--- src/reorder_receiver_cumulative_ack_macros.svh ---
// ----------------------------------------------------------------------------
// reorder receiver assertion macros
// Concurrent assertion wrappers shared by the reorder receiver modules.
// ----------------------------------------------------------------------------
`ifndef REORDER_RECEIVER_CUMULATIVE_ACK_MACROS_SVH
`define REORDER_RECEIVER_CUMULATIVE_ACK_MACROS_SVH

`ifndef NO_ASSERTIONS

// property checked every cycle outside reset
`define RRCA_ASSERT(lbl, clk, rst, prop) \
   lbl: assert property (@(posedge clk) disable iff (rst) (prop)) \
      else $error("rrca assertion failed");

// antecedent in one cycle implies consequent in the next
`define RRCA_ASSERT_NEXT(lbl, clk, rst, ante, cons) \
   lbl: assert property (@(posedge clk) disable iff (rst) (ante) |=> (cons)) \
      else $error("rrca sequence assertion failed");

`else

`define RRCA_ASSERT(lbl, clk, rst, prop)
`define RRCA_ASSERT_NEXT(lbl, clk, rst, ante, cons)

`endif

`endif

--- src/rrca_pkg.sv ---
// ----------------------------------------------------------------------------
// rrca_pkg
// Types, codes and constants shared by the reorder receiver modules.
// ----------------------------------------------------------------------------
package rrca_pkg;

   localparam int DEF_PEER_COUNT = 8;
   localparam int DEF_SEQ_SLOTS  = 512;

   // bitmap word geometry
   localparam int WORD_W     = 16;
   localparam int WORD_SHIFT = 4;

   // command queue, depth a power of two
   localparam int QUEUE_DEPTH = 2;
   localparam int QPTR_W      = (QUEUE_DEPTH > 1) ? $clog2(QUEUE_DEPTH) : 1;
   localparam int QCNT_W      = $clog2(QUEUE_DEPTH + 1);

   localparam logic [1:0] VERDICT_INORDER = 2'd0;
   localparam logic [1:0] VERDICT_DUP     = 2'd1;
   localparam logic [1:0] VERDICT_STALE   = 2'd2;
   localparam logic [1:0] VERDICT_RANGE   = 2'd3;

   typedef struct packed {
      logic [2:0]  peer;
      logic [11:0] seq_id;
   } req_type;

   typedef struct packed {
      logic [1:0] verdict;
      logic       send_ack;
      logic [8:0] ack_value;
   } rsp_type;

   typedef enum logic [1:0] {
      CMD_PEER_RANGE,
      CMD_SEQ_RANGE,
      CMD_RECORD
   } cmd_kind_type;

   typedef struct packed {
      cmd_kind_type kind;
      logic [2:0]   peer;
      logic [11:0]  seq_id;
   } cmd_type;

   typedef enum logic [2:0] {
      ST_CLEAR,
      ST_IDLE,
      ST_MARK,
      ST_SCAN_RD,
      ST_SCAN_EVAL,
      ST_RESULT
   } back_state_type;

endpackage

--- src/rrca_front.sv ---
// ----------------------------------------------------------------------------
// rrca_front
// Accepts packets and classifies them by peer and sequence range.
// ----------------------------------------------------------------------------
module rrca_front
   import rrca_pkg::*;
#(
   parameter int PEER_COUNT = DEF_PEER_COUNT,
   parameter int SEQ_SLOTS  = DEF_SEQ_SLOTS
) (
   input  logic    clock,
   input  logic    reset,
   input  logic    req_valid,
   output logic    req_ready,
   input  req_type req_payload,
   input  logic    clearing,
   output logic    push_valid,
   input  logic    push_ready,
   output cmd_type push_data
);

   logic peer_bad;
   logic seq_bad;

   assign peer_bad = int'(req_payload.peer) >= PEER_COUNT;
   assign seq_bad  = int'(req_payload.seq_id) >= SEQ_SLOTS;

   // nothing enters while the bitmap is being cleared
   assign req_ready  = push_ready && !clearing;
   assign push_valid = req_valid && !clearing;

   always_comb begin
      push_data.peer   = req_payload.peer;
      push_data.seq_id = req_payload.seq_id;
      if (peer_bad) begin
         push_data.kind = CMD_PEER_RANGE;
      end else if (seq_bad) begin
         push_data.kind = CMD_SEQ_RANGE;
      end else begin
         push_data.kind = CMD_RECORD;
      end
   end

   `include "reorder_receiver_cumulative_ack_macros.svh"

   `RRCA_ASSERT(a_front_no_push_clearing, clock, reset, !(clearing && push_valid))

endmodule

--- src/rrca_queue.sv ---
// ----------------------------------------------------------------------------
// rrca_queue
// Short command queue between the classifying front and the back end.
// ----------------------------------------------------------------------------
`include "reorder_receiver_cumulative_ack_macros.svh"

module rrca_queue
   import rrca_pkg::*;
(
   input  logic    clock,
   input  logic    reset,
   input  logic    push_valid,
   output logic    push_ready,
   input  cmd_type push_data,
   output logic    pop_valid,
   input  logic    pop_ready,
   output cmd_type pop_data
);

   cmd_type            entry_ff [QUEUE_DEPTH];
   logic [QPTR_W-1:0]  wr_ptr_ff;
   logic [QPTR_W-1:0]  wr_ptr_in;
   logic [QPTR_W-1:0]  rd_ptr_ff;
   logic [QPTR_W-1:0]  rd_ptr_in;
   logic [QCNT_W-1:0]  count_ff;
   logic [QCNT_W-1:0]  count_in;
   logic               push_fire;
   logic               pop_fire;

   assign push_ready = count_ff != QCNT_W'(QUEUE_DEPTH);
   assign pop_valid  = count_ff != '0;
   assign pop_data   = entry_ff[rd_ptr_ff];
   assign push_fire  = push_valid && push_ready;
   assign pop_fire   = pop_valid && pop_ready;

   always_comb begin
      wr_ptr_in = push_fire ? wr_ptr_ff + 1'b1 : wr_ptr_ff;
      rd_ptr_in = pop_fire ? rd_ptr_ff + 1'b1 : rd_ptr_ff;
      count_in  = count_ff;
      if (push_fire && !pop_fire) begin
         count_in = count_ff + 1'b1;
      end else if (pop_fire && !push_fire) begin
         count_in = count_ff - 1'b1;
      end
   end

   always_ff @(posedge clock) begin
      if (reset) begin
         wr_ptr_ff <= '0;
         rd_ptr_ff <= '0;
         count_ff  <= '0;
      end else begin
         wr_ptr_ff <= wr_ptr_in;
         rd_ptr_ff <= rd_ptr_in;
         count_ff  <= count_in;
      end
   end

   always_ff @(posedge clock) begin
      if (push_fire) begin
         entry_ff[wr_ptr_ff] <= push_data;
      end
   end

   `RRCA_ASSERT(a_queue_count_bound, clock, reset, count_ff <= QCNT_W'(QUEUE_DEPTH))
   `RRCA_ASSERT(a_queue_ptr_match, clock, reset, (count_ff == '0 || count_ff == QCNT_W'(QUEUE_DEPTH)) == (wr_ptr_ff == rd_ptr_ff))
   `RRCA_ASSERT_NEXT(a_queue_grow, clock, reset, push_fire && !pop_fire, count_ff == $past(count_ff) + 1'b1)

endmodule

--- src/rrca_back.sv ---
// ----------------------------------------------------------------------------
// rrca_back
// Bitmap update, next-expected scan and result register of the receiver.
// ----------------------------------------------------------------------------
`include "reorder_receiver_cumulative_ack_macros.svh"

module rrca_back
   import rrca_pkg::*;
#(
   parameter int PEER_COUNT = DEF_PEER_COUNT,
   parameter int SEQ_SLOTS  = DEF_SEQ_SLOTS
) (
   input  logic    clock,
   input  logic    reset,
   input  logic    cmd_valid,
   output logic    cmd_ready,
   input  cmd_type cmd_data,
   output logic    clearing,
   output logic    rsp_valid,
   input  logic    rsp_ready,
   output rsp_type rsp_payload
);

   localparam int PEER_W    = (PEER_COUNT > 1) ? $clog2(PEER_COUNT) : 1;
   localparam int NE_W      = $clog2(SEQ_SLOTS + 1);
   localparam int WIDX_W    = NE_W - WORD_SHIFT;
   localparam int WPP       = (SEQ_SLOTS + WORD_W - 1) / WORD_W;
   localparam int MEM_DEPTH = PEER_COUNT * WPP;
   localparam int MEM_AW    = (MEM_DEPTH > 1) ? $clog2(MEM_DEPTH) : 1;

   back_state_type      state_ff;
   back_state_type      state_in;
   cmd_type             cur_ff;
   cmd_type             cur_in;
   logic [NE_W-1:0]     pos_ff;
   logic [NE_W-1:0]     pos_in;
   rsp_type             res_ff;
   rsp_type             res_in;
   logic [MEM_AW-1:0]   clr_addr_ff;
   logic [MEM_AW-1:0]   clr_addr_in;
   logic [PEER_COUNT-1:0] conn_open_ff;
   logic [PEER_COUNT-1:0] conn_open_in;
   logic                rsp_valid_ff;
   logic                rsp_valid_in;
   rsp_type             rsp_ff;

   logic [WORD_W-1:0]   bitmap_mem [MEM_DEPTH];
   logic [WORD_W-1:0]   bm_rdata_ff;
   logic                bm_re;
   logic [MEM_AW-1:0]   bm_raddr;
   logic                bm_we;
   logic [MEM_AW-1:0]   bm_waddr;
   logic [WORD_W-1:0]   bm_wdata;

   logic [NE_W-1:0]     ne_mem [PEER_COUNT];
   logic [NE_W-1:0]     ne_rd_ff;
   logic                open_rd_ff;
   logic                ne_re;
   logic                ne_we;
   logic [PEER_W-1:0]   ne_waddr;
   logic [NE_W-1:0]     ne_wdata;

   logic [PEER_W-1:0]   cmd_peer;
   logic [NE_W-1:0]     cmd_pos;
   logic [PEER_W-1:0]   cur_peer;
   logic [WIDX_W-1:0]   cur_widx;
   logic [NE_W-1:0]     ne_eff;
   logic [WORD_W-1:0]   free_bits;
   logic                free_any;
   logic [WORD_SHIFT-1:0] free_idx;
   logic [NE_W-1:0]     found_pos;
   logic                out_load;

   function automatic logic [MEM_AW-1:0] word_addr(input logic [PEER_W-1:0] p,
                                                   input logic [WIDX_W-1:0] w);
      return MEM_AW'(p) * MEM_AW'(WPP) + MEM_AW'(w);
   endfunction

   assign cmd_peer = PEER_W'(cmd_data.peer);
   assign cmd_pos  = NE_W'(cmd_data.seq_id);
   assign cur_peer = PEER_W'(cur_ff.peer);
   assign cur_widx = pos_ff[NE_W-1:WORD_SHIFT];
   // a peer never opened reads as next expected one
   assign ne_eff   = open_rd_ff ? ne_rd_ff : NE_W'(1);
   assign clearing = state_ff == ST_CLEAR;

   // first missing sequence at or above the scan position in this word
   always_comb begin
      free_bits = ~bm_rdata_ff & ({WORD_W{1'b1}} << pos_ff[WORD_SHIFT-1:0]);
      free_any  = free_bits != '0;
      free_idx  = '0;
      for (int i = WORD_W - 1; i >= 0; i--) begin
         if (free_bits[i]) begin
            free_idx = WORD_SHIFT'(i);
         end
      end
      found_pos = {cur_widx, free_idx};
   end

   always_comb begin
      state_in     = state_ff;
      cur_in       = cur_ff;
      pos_in       = pos_ff;
      res_in       = res_ff;
      clr_addr_in  = clr_addr_ff;
      conn_open_in = conn_open_ff;
      cmd_ready    = 1'b0;
      bm_re        = 1'b0;
      bm_raddr     = '0;
      bm_we        = 1'b0;
      bm_waddr     = '0;
      bm_wdata     = '0;
      ne_re        = 1'b0;
      ne_we        = 1'b0;
      ne_waddr     = '0;
      ne_wdata     = '0;
      out_load     = 1'b0;
      case (state_ff)
         ST_CLEAR: begin
            bm_we       = 1'b1;
            bm_waddr    = clr_addr_ff;
            clr_addr_in = clr_addr_ff + 1'b1;
            if (clr_addr_ff == MEM_AW'(MEM_DEPTH - 1)) begin
               state_in = ST_IDLE;
            end
         end
         ST_IDLE: begin
            cmd_ready = 1'b1;
            if (cmd_valid) begin
               cur_in           = cmd_data;
               pos_in           = cmd_pos;
               ne_re            = 1'b1;
               res_in.verdict   = VERDICT_RANGE;
               res_in.send_ack  = 1'b0;
               res_in.ack_value = '0;
               state_in         = ST_RESULT;
               if (cmd_data.kind != CMD_PEER_RANGE) begin
                  // first packet opens the connection
                  if (!conn_open_ff[cmd_peer]) begin
                     conn_open_in[cmd_peer] = 1'b1;
                     ne_we    = 1'b1;
                     ne_waddr = cmd_peer;
                     ne_wdata = NE_W'(1);
                  end
               end
               if (cmd_data.kind == CMD_RECORD) begin
                  bm_re    = 1'b1;
                  bm_raddr = word_addr(cmd_peer, cmd_pos[NE_W-1:WORD_SHIFT]);
                  state_in = ST_MARK;
               end
            end
         end
         ST_MARK: begin
            bm_we    = 1'b1;
            bm_waddr = word_addr(cur_peer, cur_widx);
            bm_wdata = bm_rdata_ff | (WORD_W'(1) << pos_ff[WORD_SHIFT-1:0]);
            if (pos_ff == ne_eff) begin
               state_in = ST_SCAN_RD;
            end else if (pos_ff > ne_eff) begin
               res_in.verdict   = VERDICT_DUP;
               res_in.send_ack  = 1'b1;
               res_in.ack_value = 9'(ne_eff - 1'b1);
               state_in         = ST_RESULT;
            end else begin
               res_in.verdict   = VERDICT_STALE;
               res_in.send_ack  = 1'b0;
               res_in.ack_value = '0;
               state_in         = ST_RESULT;
            end
         end
         ST_SCAN_RD: begin
            bm_re    = 1'b1;
            bm_raddr = word_addr(cur_peer, cur_widx);
            state_in = ST_SCAN_EVAL;
         end
         ST_SCAN_EVAL: begin
            if (free_any || cur_widx == WIDX_W'(WPP - 1)) begin
               ne_we    = 1'b1;
               ne_waddr = cur_peer;
               // the scan stops at the buffer end
               if (!free_any || found_pos > NE_W'(SEQ_SLOTS)) begin
                  ne_wdata = NE_W'(SEQ_SLOTS);
               end else begin
                  ne_wdata = found_pos;
               end
               res_in.verdict   = VERDICT_INORDER;
               res_in.send_ack  = 1'b1;
               res_in.ack_value = 9'(ne_wdata - 1'b1);
               state_in         = ST_RESULT;
            end else begin
               pos_in   = {cur_widx + 1'b1, {WORD_SHIFT{1'b0}}};
               state_in = ST_SCAN_RD;
            end
         end
         ST_RESULT: begin
            if (!rsp_valid_ff || rsp_ready) begin
               out_load = 1'b1;
               state_in = ST_IDLE;
            end
         end
         default: begin
            state_in = ST_IDLE;
         end
      endcase
      rsp_valid_in = out_load || (rsp_valid_ff && !rsp_ready);
   end

   always_ff @(posedge clock) begin
      if (reset) begin
         state_ff <= ST_CLEAR;
      end else begin
         state_ff <= state_in;
      end
   end

   always_ff @(posedge clock) begin
      if (reset) begin
         clr_addr_ff  <= '0;
         conn_open_ff <= '0;
         rsp_valid_ff <= 1'b0;
      end else begin
         clr_addr_ff  <= clr_addr_in;
         conn_open_ff <= conn_open_in;
         rsp_valid_ff <= rsp_valid_in;
      end
   end

   always_ff @(posedge clock) begin
      cur_ff <= cur_in;
      pos_ff <= pos_in;
      res_ff <= res_in;
      if (out_load) begin
         rsp_ff <= res_ff;
      end
   end

   // received bitmap, one word per sixteen sequence numbers
   always_ff @(posedge clock) begin
      if (bm_we) begin
         bitmap_mem[bm_waddr] <= bm_wdata;
      end
   end

   always_ff @(posedge clock) begin
      if (bm_re) begin
         bm_rdata_ff <= bitmap_mem[bm_raddr];
      end
   end

   // next expected table, entries valid once the peer is open
   always_ff @(posedge clock) begin
      if (ne_we) begin
         ne_mem[ne_waddr] <= ne_wdata;
      end
   end

   always_ff @(posedge clock) begin
      if (ne_re) begin
         ne_rd_ff   <= ne_mem[cmd_peer];
         open_rd_ff <= conn_open_ff[cmd_peer];
      end
   end

   assign rsp_valid   = rsp_valid_ff;
   assign rsp_payload = rsp_ff;

   `RRCA_ASSERT(a_back_ne_in_range, clock, reset, !ne_we || (ne_wdata != '0 && ne_wdata <= NE_W'(SEQ_SLOTS)))
   `RRCA_ASSERT(a_back_no_ack_zero, clock, reset, !(state_ff == ST_RESULT && !res_ff.send_ack) || res_ff.ack_value == '0)
   `RRCA_ASSERT_NEXT(a_back_eval_after_read, clock, reset, state_ff == ST_SCAN_RD, state_ff == ST_SCAN_EVAL)
   `RRCA_ASSERT_NEXT(a_back_mark_after_pop, clock, reset, cmd_valid && cmd_ready && cmd_data.kind == CMD_RECORD, state_ff == ST_MARK)

endmodule

--- src/reorder_receiver_cumulative_ack.sv ---
// ----------------------------------------------------------------------------
// reorder_receiver_cumulative_ack
// Per-peer receive window tracking with cumulative and duplicate ACKs.
// ----------------------------------------------------------------------------
// Each packet gives one result. A front end classifies the packet and puts it
// in a two-entry command queue; the back end works on one command at a time.
// Range errors pass through queue pop and result in the back end; stale or
// duplicate packets through queue pop, bitmap read and mark, and result. An
// in-order packet adds a read and an evaluation of every sixteen-bit bitmap
// word the next-expected scan walks through, at most ceil(SEQ_SLOTS/16)
// words in all, before its result.
// After reset a clearing pass zeroes the bitmap, one word a cycle, covering
// PEER_COUNT * ceil(SEQ_SLOTS/16) words (256 with the default sizes), and no
// packet is taken until it ends.
module reorder_receiver_cumulative_ack
   import rrca_pkg::*;
#(
   parameter int PEER_COUNT = DEF_PEER_COUNT,
   parameter int SEQ_SLOTS  = DEF_SEQ_SLOTS
) (
   input  logic    clock,
   input  logic    reset,
   input  logic    req_valid,
   output logic    req_ready,
   input  req_type req_payload,
   output logic    rsp_valid,
   input  logic    rsp_ready,
   output rsp_type rsp_payload
);

   logic    clearing;
   logic    push_valid;
   logic    push_ready;
   cmd_type push_data;
   logic    pop_valid;
   logic    pop_ready;
   cmd_type pop_data;

   rrca_front #(
      .PEER_COUNT (PEER_COUNT),
      .SEQ_SLOTS  (SEQ_SLOTS)
   ) u_front (
      .clock       (clock),
      .reset       (reset),
      .req_valid   (req_valid),
      .req_ready   (req_ready),
      .req_payload (req_payload),
      .clearing    (clearing),
      .push_valid  (push_valid),
      .push_ready  (push_ready),
      .push_data   (push_data)
   );

   rrca_queue u_queue (
      .clock      (clock),
      .reset      (reset),
      .push_valid (push_valid),
      .push_ready (push_ready),
      .push_data  (push_data),
      .pop_valid  (pop_valid),
      .pop_ready  (pop_ready),
      .pop_data   (pop_data)
   );

   rrca_back #(
      .PEER_COUNT (PEER_COUNT),
      .SEQ_SLOTS  (SEQ_SLOTS)
   ) u_back (
      .clock       (clock),
      .reset       (reset),
      .cmd_valid   (pop_valid),
      .cmd_ready   (pop_ready),
      .cmd_data    (pop_data),
      .clearing    (clearing),
      .rsp_valid   (rsp_valid),
      .rsp_ready   (rsp_ready),
      .rsp_payload (rsp_payload)
   );

endmodule

--- config.mk ---
export PLATFORM = sky130hd
export DESIGN_NAME = reorder_receiver_cumulative_ack
export DESIGN_NICKNAME = d
export VERILOG_FILES = /design/src/rrca_pkg.sv /design/src/rrca_front.sv /design/src/rrca_queue.sv /design/src/rrca_back.sv /design/src/reorder_receiver_cumulative_ack.sv
export VERILOG_INCLUDE_DIRS = /design/src /design/src/src
export SDC_FILE = /design/constraint.sdc
export NUM_CORES = 2
export LEC_CHECK = 0
export BUFFER_PORTS_ARGS = -buffer_cell sky130_fd_sc_hd__buf_4
export CORE_MARGIN = 4
export CORE_UTILIZATION = 40
export CTS_CLUSTER_DIAMETER = 60
export DETAILED_ROUTE_END_ITERATION = 6
export PLACE_DENSITY = 0.55
export SLEW_MARGIN = 5
export SYNTH_ARGS = -nofsm -noshare
export SYNTH_HDL_FRONTEND = slang
export SYNTH_MEMORY_MAX_BITS = 65536
export SYNTH_SLANG_ARGS = --single-unit
--- constraint.sdc ---
create_clock -name clock -period 9.7 [get_ports clock]
set_input_delay 0.485 -clock clock [delete_from_list [all_inputs] [get_ports clock]]
set_output_delay 0.485 -clock clock [all_outputs]
set_load 0.01 [all_outputs]
# Word level (Yosys, flattened, before mapping)

Memories as Yosys holds them, arrays and structs flattened. A register that Yosys moved wholly into a read port is not among the register bits.
Index checks and enable logic that the tools add are counted.

Shift operators: 2
Reduce and logical (&&, ||, !) cells: 31
Multiplexer cells: 79
$add $sub $neg: 10
Order comparisons: 5
Equality and inequality tests: 16
Bitwise logic cells: 5

Operator list:

| kind                  | count |
|---|---|
| $mux 10               | 9 |
| $mux 4                | 16 |
| $mux 12               | 4 |
| $pmux 10 s2           | 2 |
| $pmux 12 s3           | 1 |
| $pmux 8 s2            | 2 |
| $mux 3                | 10 |
| $mux 1                | 23 |
| $pmux 3 s6            | 1 |
| $sub 9x1->9 const B   | 2 |
| $add 8x6->8           | 2 |
| $and 16x16->16        | 1 |
| $mux 16               | 1 |
| $mux 8                | 2 |
| $not 16->16           | 1 |
| $or 16x16->16         | 1 |
| $reduce_bool 16->1    | 1 |
| $shl 1x4->16 const A  | 1 |
| $shl 16x4->16 const A | 1 |
| $ge 12x10->1 const B  | 1 |
| $eq 10x10->1          | 1 |
| $gt 10x10->1          | 1 |
| $gt 10x10->1 const B  | 1 |
| $add 8x1->8 const B   | 1 |
| 31 further kinds      | 62 |

Logic and storage cells: 167
Register bits: 62
RAM bits: 4210
Input port bits: 19
Output and inout port bits: 14
Memories: 3

Memories:

| name              | depth | width | read ports | clocked after memory_dff | write ports | RTL line         | source |
|---|---|---|---|---|---|---|---|
| u_back.bitmap_mem | 256   | 16    | 1          | 1                        | 1           | rrca_back.sv:47  | `logic [WORD_W-1:0] bitmap_mem [MEM_DEPTH];` |
| u_back.ne_mem     | 8     | 10    | 1          | 1                        | 1           | rrca_back.sv:55  | `logic [NE_W-1:0] ne_mem [PEER_COUNT];` |
| u_queue.entry_ff  | 2     | 17    | 1          | 1                        | 1           | rrca_queue.sv:20 | `cmd_type entry_ff [QUEUE_DEPTH];` |

# Logic depth before layout (Yosys ltp)

Depth after elaboration: 26
Mapped depth: 18
Depth with buffers taken out: 15

# Cells and area by module

A second synthesis with hierarchy kept.

Cell total of the unflattened synthesis: 12244
Area total of the unflattened synthesis: 170923.9 µm²

By module, submodules not included:

| module     | area an instance (µm²) | cells each | seq. area each (µm²) | times used |
|---|---|---|---|---|
| rrca_back  | 169332.4               | 12147      | 127722.5             | 1 |
| rrca_queue | 1447.6                 | 77         | 1121.1               | 1 |
| rrca_front | 143.9                  | 20         | 0.0                  | 1 |

# Worst setup path after synthesis

No wires, ideal clock.

Path type: register -> register
Start: register u_back.state_ff[1]
End: memory u_back.bitmap_mem[0][15], data pin
Library setup time: 1.575 ns
Data required time: 8.125 ns
Data arrival time: 8.042 ns
Slack: 0.083 ns
Stages on the path, launching flop included: 6
Period minus slack after synthesis: 9.617 ns
Path buffers: 3
Cells stage by stage: dfxtp_1 > buf_2 > clkbuf_1 > clkbuf_1 > nand2_1 > a21oi_1

Longest elaborated chain between the ends: 2

RTL lines:

| element                  | RTL line         | source |
|---|---|---|
| start: declaration       | rrca_back.sv:31  | `back_state_type state_ff;` |
| start signal: assignment | rrca_back.sv:212 | `state_ff <= state_in;` |
| $eq 3x2->1               | rrca_back.sv:118 | `case (state_ff)` |
| $mux 16                  | rrca_back.sv:118 |  |
| net u_back.bm_wdata[15]  | rrca_back.sv:53  | `logic [WORD_W-1:0] bm_wdata;` |
| end: declaration         | rrca_back.sv:47  |  |

The timed path passes the listed nets, and every way through them passes these cells.

==> summary.md <==
| Metric | Value |
|---|---|
| Final number of setup-violating endpoints | 0 |
| Initial Utilization | 0.402 |
| Pin count of the biggest net entering global routing | 199 |
| Overall via count from detail_route | 110k |
| Clock buffer count from CTS | 445 |
| First-pass iteration count of the detailed router | 7 |
| Measured slew at the worst slew-check pin | 1480 ps |
| Vias/cell | 6.33 |
| Number of distinct library cells after synthesis | 96 |
| Leakage | 62.1 nW |
| Clock root buffer | sky130_fd_sc_hd__clkbuf_16 |
| Routability congestion estimate from global placement | 0.933 |
| Die Span X | 658 um |
| Library cell with the largest summed area after synthesis | sky130_fd_sc_hd__edfxtp_1 |
| Area enclosed by the die boundary | 433000 um^2 |
| Period utilization | 0.731 |
| Total number of H-tree levels | 5 |
| Clock skew | 79.5 ps |
| Via count of the first global-routing pass | 102k |
| Layout cell share with drive strength beyond 1 | 0.136 |
| Worst min path class | in -> reg |
| Final-report max-slew violation count | 0 |
| Setup fix buffers added after clock tree synthesis | 0 |
| Achievable Freq | 0.141 GHz |
| Post-Syn Area per Cell | 15.2 um^2 |
| Number of hold violations in the final report | 0 |
| Total gr overflow | 0 |
| Power per unit of standard cell area | 193 nW/um^2 |
| Post-synth top flop | sky130_fd_sc_hd__edfxtp_1 |
| Final core area utilization | 0.457 |
| First-pass GRT wire length | 853000 um |
| Total half-perimeter wirelength after legalization and detailed placement | 373000 um |
| Iteration-0 DRC count of the detailed router | 17.4k |
| Net Count, Synth | 11.2k |
| Hold slack final | 201 ps |
| CTS Buffer Depth | 4 |
| CTS sink cnt | 4295 |
| Floorplan core area | 421000 um^2 |
| Data required time at the worst endpoint | 10390 ps |
| Warning count from the yosys run | 0 |
| Sort of element at the start of the critical path | flip-flop |
| DRC violations left | 1 |
| CP endpoint kind | flip-flop |
| Ranking of synthesized cells by area | sky130_fd_sc_hd__edfxtp_1 (76%), sky130_fd_sc_hd__nand2_1 (3.1%), sky130_fd_sc_hd__mux4_2 (2.8%) |
| Synthesis-to-layout area growth | 13.7% |
| Die boundary height | 658 um |
| Cell Area, Synth | 169000 um^2 |
| Max-Cap Viols | 1 |
| Failing checks | DRC, capacitance limit |
| Initial antenna violation count | 60 |
| Post-route ant nets | 0 |
| Normalized max-slew margin | 0.00264 |
| Final-layout setup total negative slack | 0 ps |
| CTS tree | yes |
| Number of port buffers | 32 |
| Most instantiated cells after synthesis | sky130_fd_sc_hd__edfxtp_1 (4270), sky130_fd_sc_hd__nand2_1 (1407), sky130_fd_sc_hd__nor2_1 (656) |
| Register area share after synthesis | 0.761 |
| Area of the multi-input gates | 37500 um^2 |
| GR Util All Layers | 0.279 |
| Post-detailed-route wirelength per cell | 36.1 um |
| Category of the critical setup timing path | reg -> reg |
| Worst voltage drop across the vdd grid | 152 uV |
| Share of flip-flops with an asynchronous set or reset after synthesis | 0 |
| Clock transition at the registers of the reported paths | 60 ps |
| Worst-Skew Late Latency | 1030 ps |
| RSZ-0062 raised after global routing | false |
| Number of flops mapped to enable cells by yosys | 4270 |
| Area share of the largest cell type after synthesis | 0.758 |
| Final-stage net count | 11.3k |
| Routed wire length | 624000 um |
| Outcome | finished, violations left |
| Num rows | 238 |
| Maximum net fanout on the critical path | 77 |
| Final worst path period need | 7090 ps |
| I/O Pins | 33 |
| Post-Syn Instances | 11.1k |
| Fillcell total | 36.4k |
| Synth Register Bits | 4295 |
| Worst Path Arrival | 7790 ps |
| Sequential standard cell area | 129000 um^2 |
| Most frequent cell after synthesis | sky130_fd_sc_hd__edfxtp_1 |
==> worst paths after layout <==
| kind | from | endpoint | slack (ps) | depth (start not counted) |
|---|---|---|---|---|
| max | flip-flop | u_back.bm_rdata_ff[9] | 2610 | 13 |
| min | req_payload[14] | u_queue.entry_ff[1][14] | 200 | 2 |
| max reg2reg | flip-flop | u_back.bm_rdata_ff[9] | 2610 | 13 |
| min reg2reg | u_back.res_ff[11] | u_back.rsp_payload[11] | 420 | 0 |
==> worst max-delay path, cell delays in order, from the launching register on <==
cell and delay, ps:
sky130_fd_sc_hd__dfxtp_1 380, sky130_fd_sc_hd__buf_4 330, sky130_fd_sc_hd__mux2_2 460, sky130_fd_sc_hd__o2111a_4 390
sky130_fd_sc_hd__a21oi_4 850, sky130_fd_sc_hd__buf_12 390, sky130_fd_sc_hd__buf_12 380, sky130_fd_sc_hd__buf_4 580
sky130_fd_sc_hd__mux4_2 570, sky130_fd_sc_hd__and3_1 190, sky130_fd_sc_hd__a31oi_1 170, sky130_fd_sc_hd__o221ai_1 350
sky130_fd_sc_hd__nor4_1 1230, sky130_fd_sc_hd__nand4_1 190
==> metrics by stage <==
step	instances	area, um^2	power (W)	setup WS (ps)
2_1_floorplan	11130	169000	0.0206	82.5
3_3_place_gp	16430	178000	0.0207	2120
3_5_place_dp	16437	178000	0.0207	2770
4_1_cts	17281	192000	0.0373	2720
5_1_grt	17290	192000	0.0381	2570
6_report	17309	192000	0.0371	2610
==> report_power, final <==
group	switching, W	internal [W]	total [W]
Sequential	0.00000610	0.0201	0.0201
Clock	0.00738	0.00945	0.0168
Combinational	0.000157	0.0000440	0.000201
Total	0.00754	0.0296	0.0371
==> cells by family (layout without fill, tap and decap cells) <==
logic type,after synthesis,count (layout),share of synthesized area
compound gates,2431,2431,0.0959
xor+xnor,27,27,0.00140
fa+ha+maj,20,20,0.00148
buf+inv,840,1354,0.0225
flops,4295,4295,0.761
mux,290,290,0.0330
other cells,0,25,0
simple gates,3227,3227,0.0844
==> area by class of cell <==
type / count / share of cell area
sequential: 4295 / 0.670
multi-input combinational: 5995 / 0.195
clock buffer: 536 / 0.0603
tap: 5640 / 0.0367
timing repair buffer: 502 / 0.0234
clock inverter: 290 / 0.0138
inverter: 26 / 0.000508
antenna: 25 / 0.000326
==> layout by cell type (no fill, tap or decap), drive strengths merged, types with 111 or more instances in the layout <==
cell    netlist  final
nand2      1407   1407
or3         111    111
a21oi       319    319
edfxtp     4270   4270
nand3       401    401
a31oi       199    199
clkbuf      329    536
nor2        656    656
nor3        272    272
o22ai       576    576
mux4        213    213
and3        168    168
buf         485    484
o21ai       441    441
o221ai      127    127
clkinv        2    225
==> routing by layer <==
metal | track usage | part of all wire
met1 | 0.387 | 0.39
met2 | 0.422 | 0.45
met3 | 0.0663 | 0.11
met4 | 0.115 | 0.048
met5 | 0 | 0.00046
==> sequential cells by signal, summed over array words and instances (netlist names), named ones only <==
| name | count |
|---|---|
| u_back.bm_rdata_ff | 16 |
| u_back.rsp_valid | 1 |
| u_back.conn_open_ff | 8 |
| u_back.rsp_payload | 12 |
| u_back.clr_addr_ff | 8 |
| u_queue.entry_ff | 30 |
| u_back.ne_mem | 80 |
| u_queue.count_ff | 2 |
| u_queue.rd_ptr_ff | 1 |
| u_back.bitmap_mem | 4096 |
| u_back.state_ff | 3 |
| u_back.open_rd_ff | 1 |
| u_queue.wr_ptr_ff | 1 |
| u_back.cur_peer | 3 |
| u_back.res_ff | 12 |
| u_back.ne_rd_ff | 10 |
| u_back.pos_ff | 10 |
==> what timing repair did <==
action	CTS	global route
hold endpoints to repair	55	0
gates resized for setup	0	0
hold buffers	18	0
(Power assumes the default switching activity.)
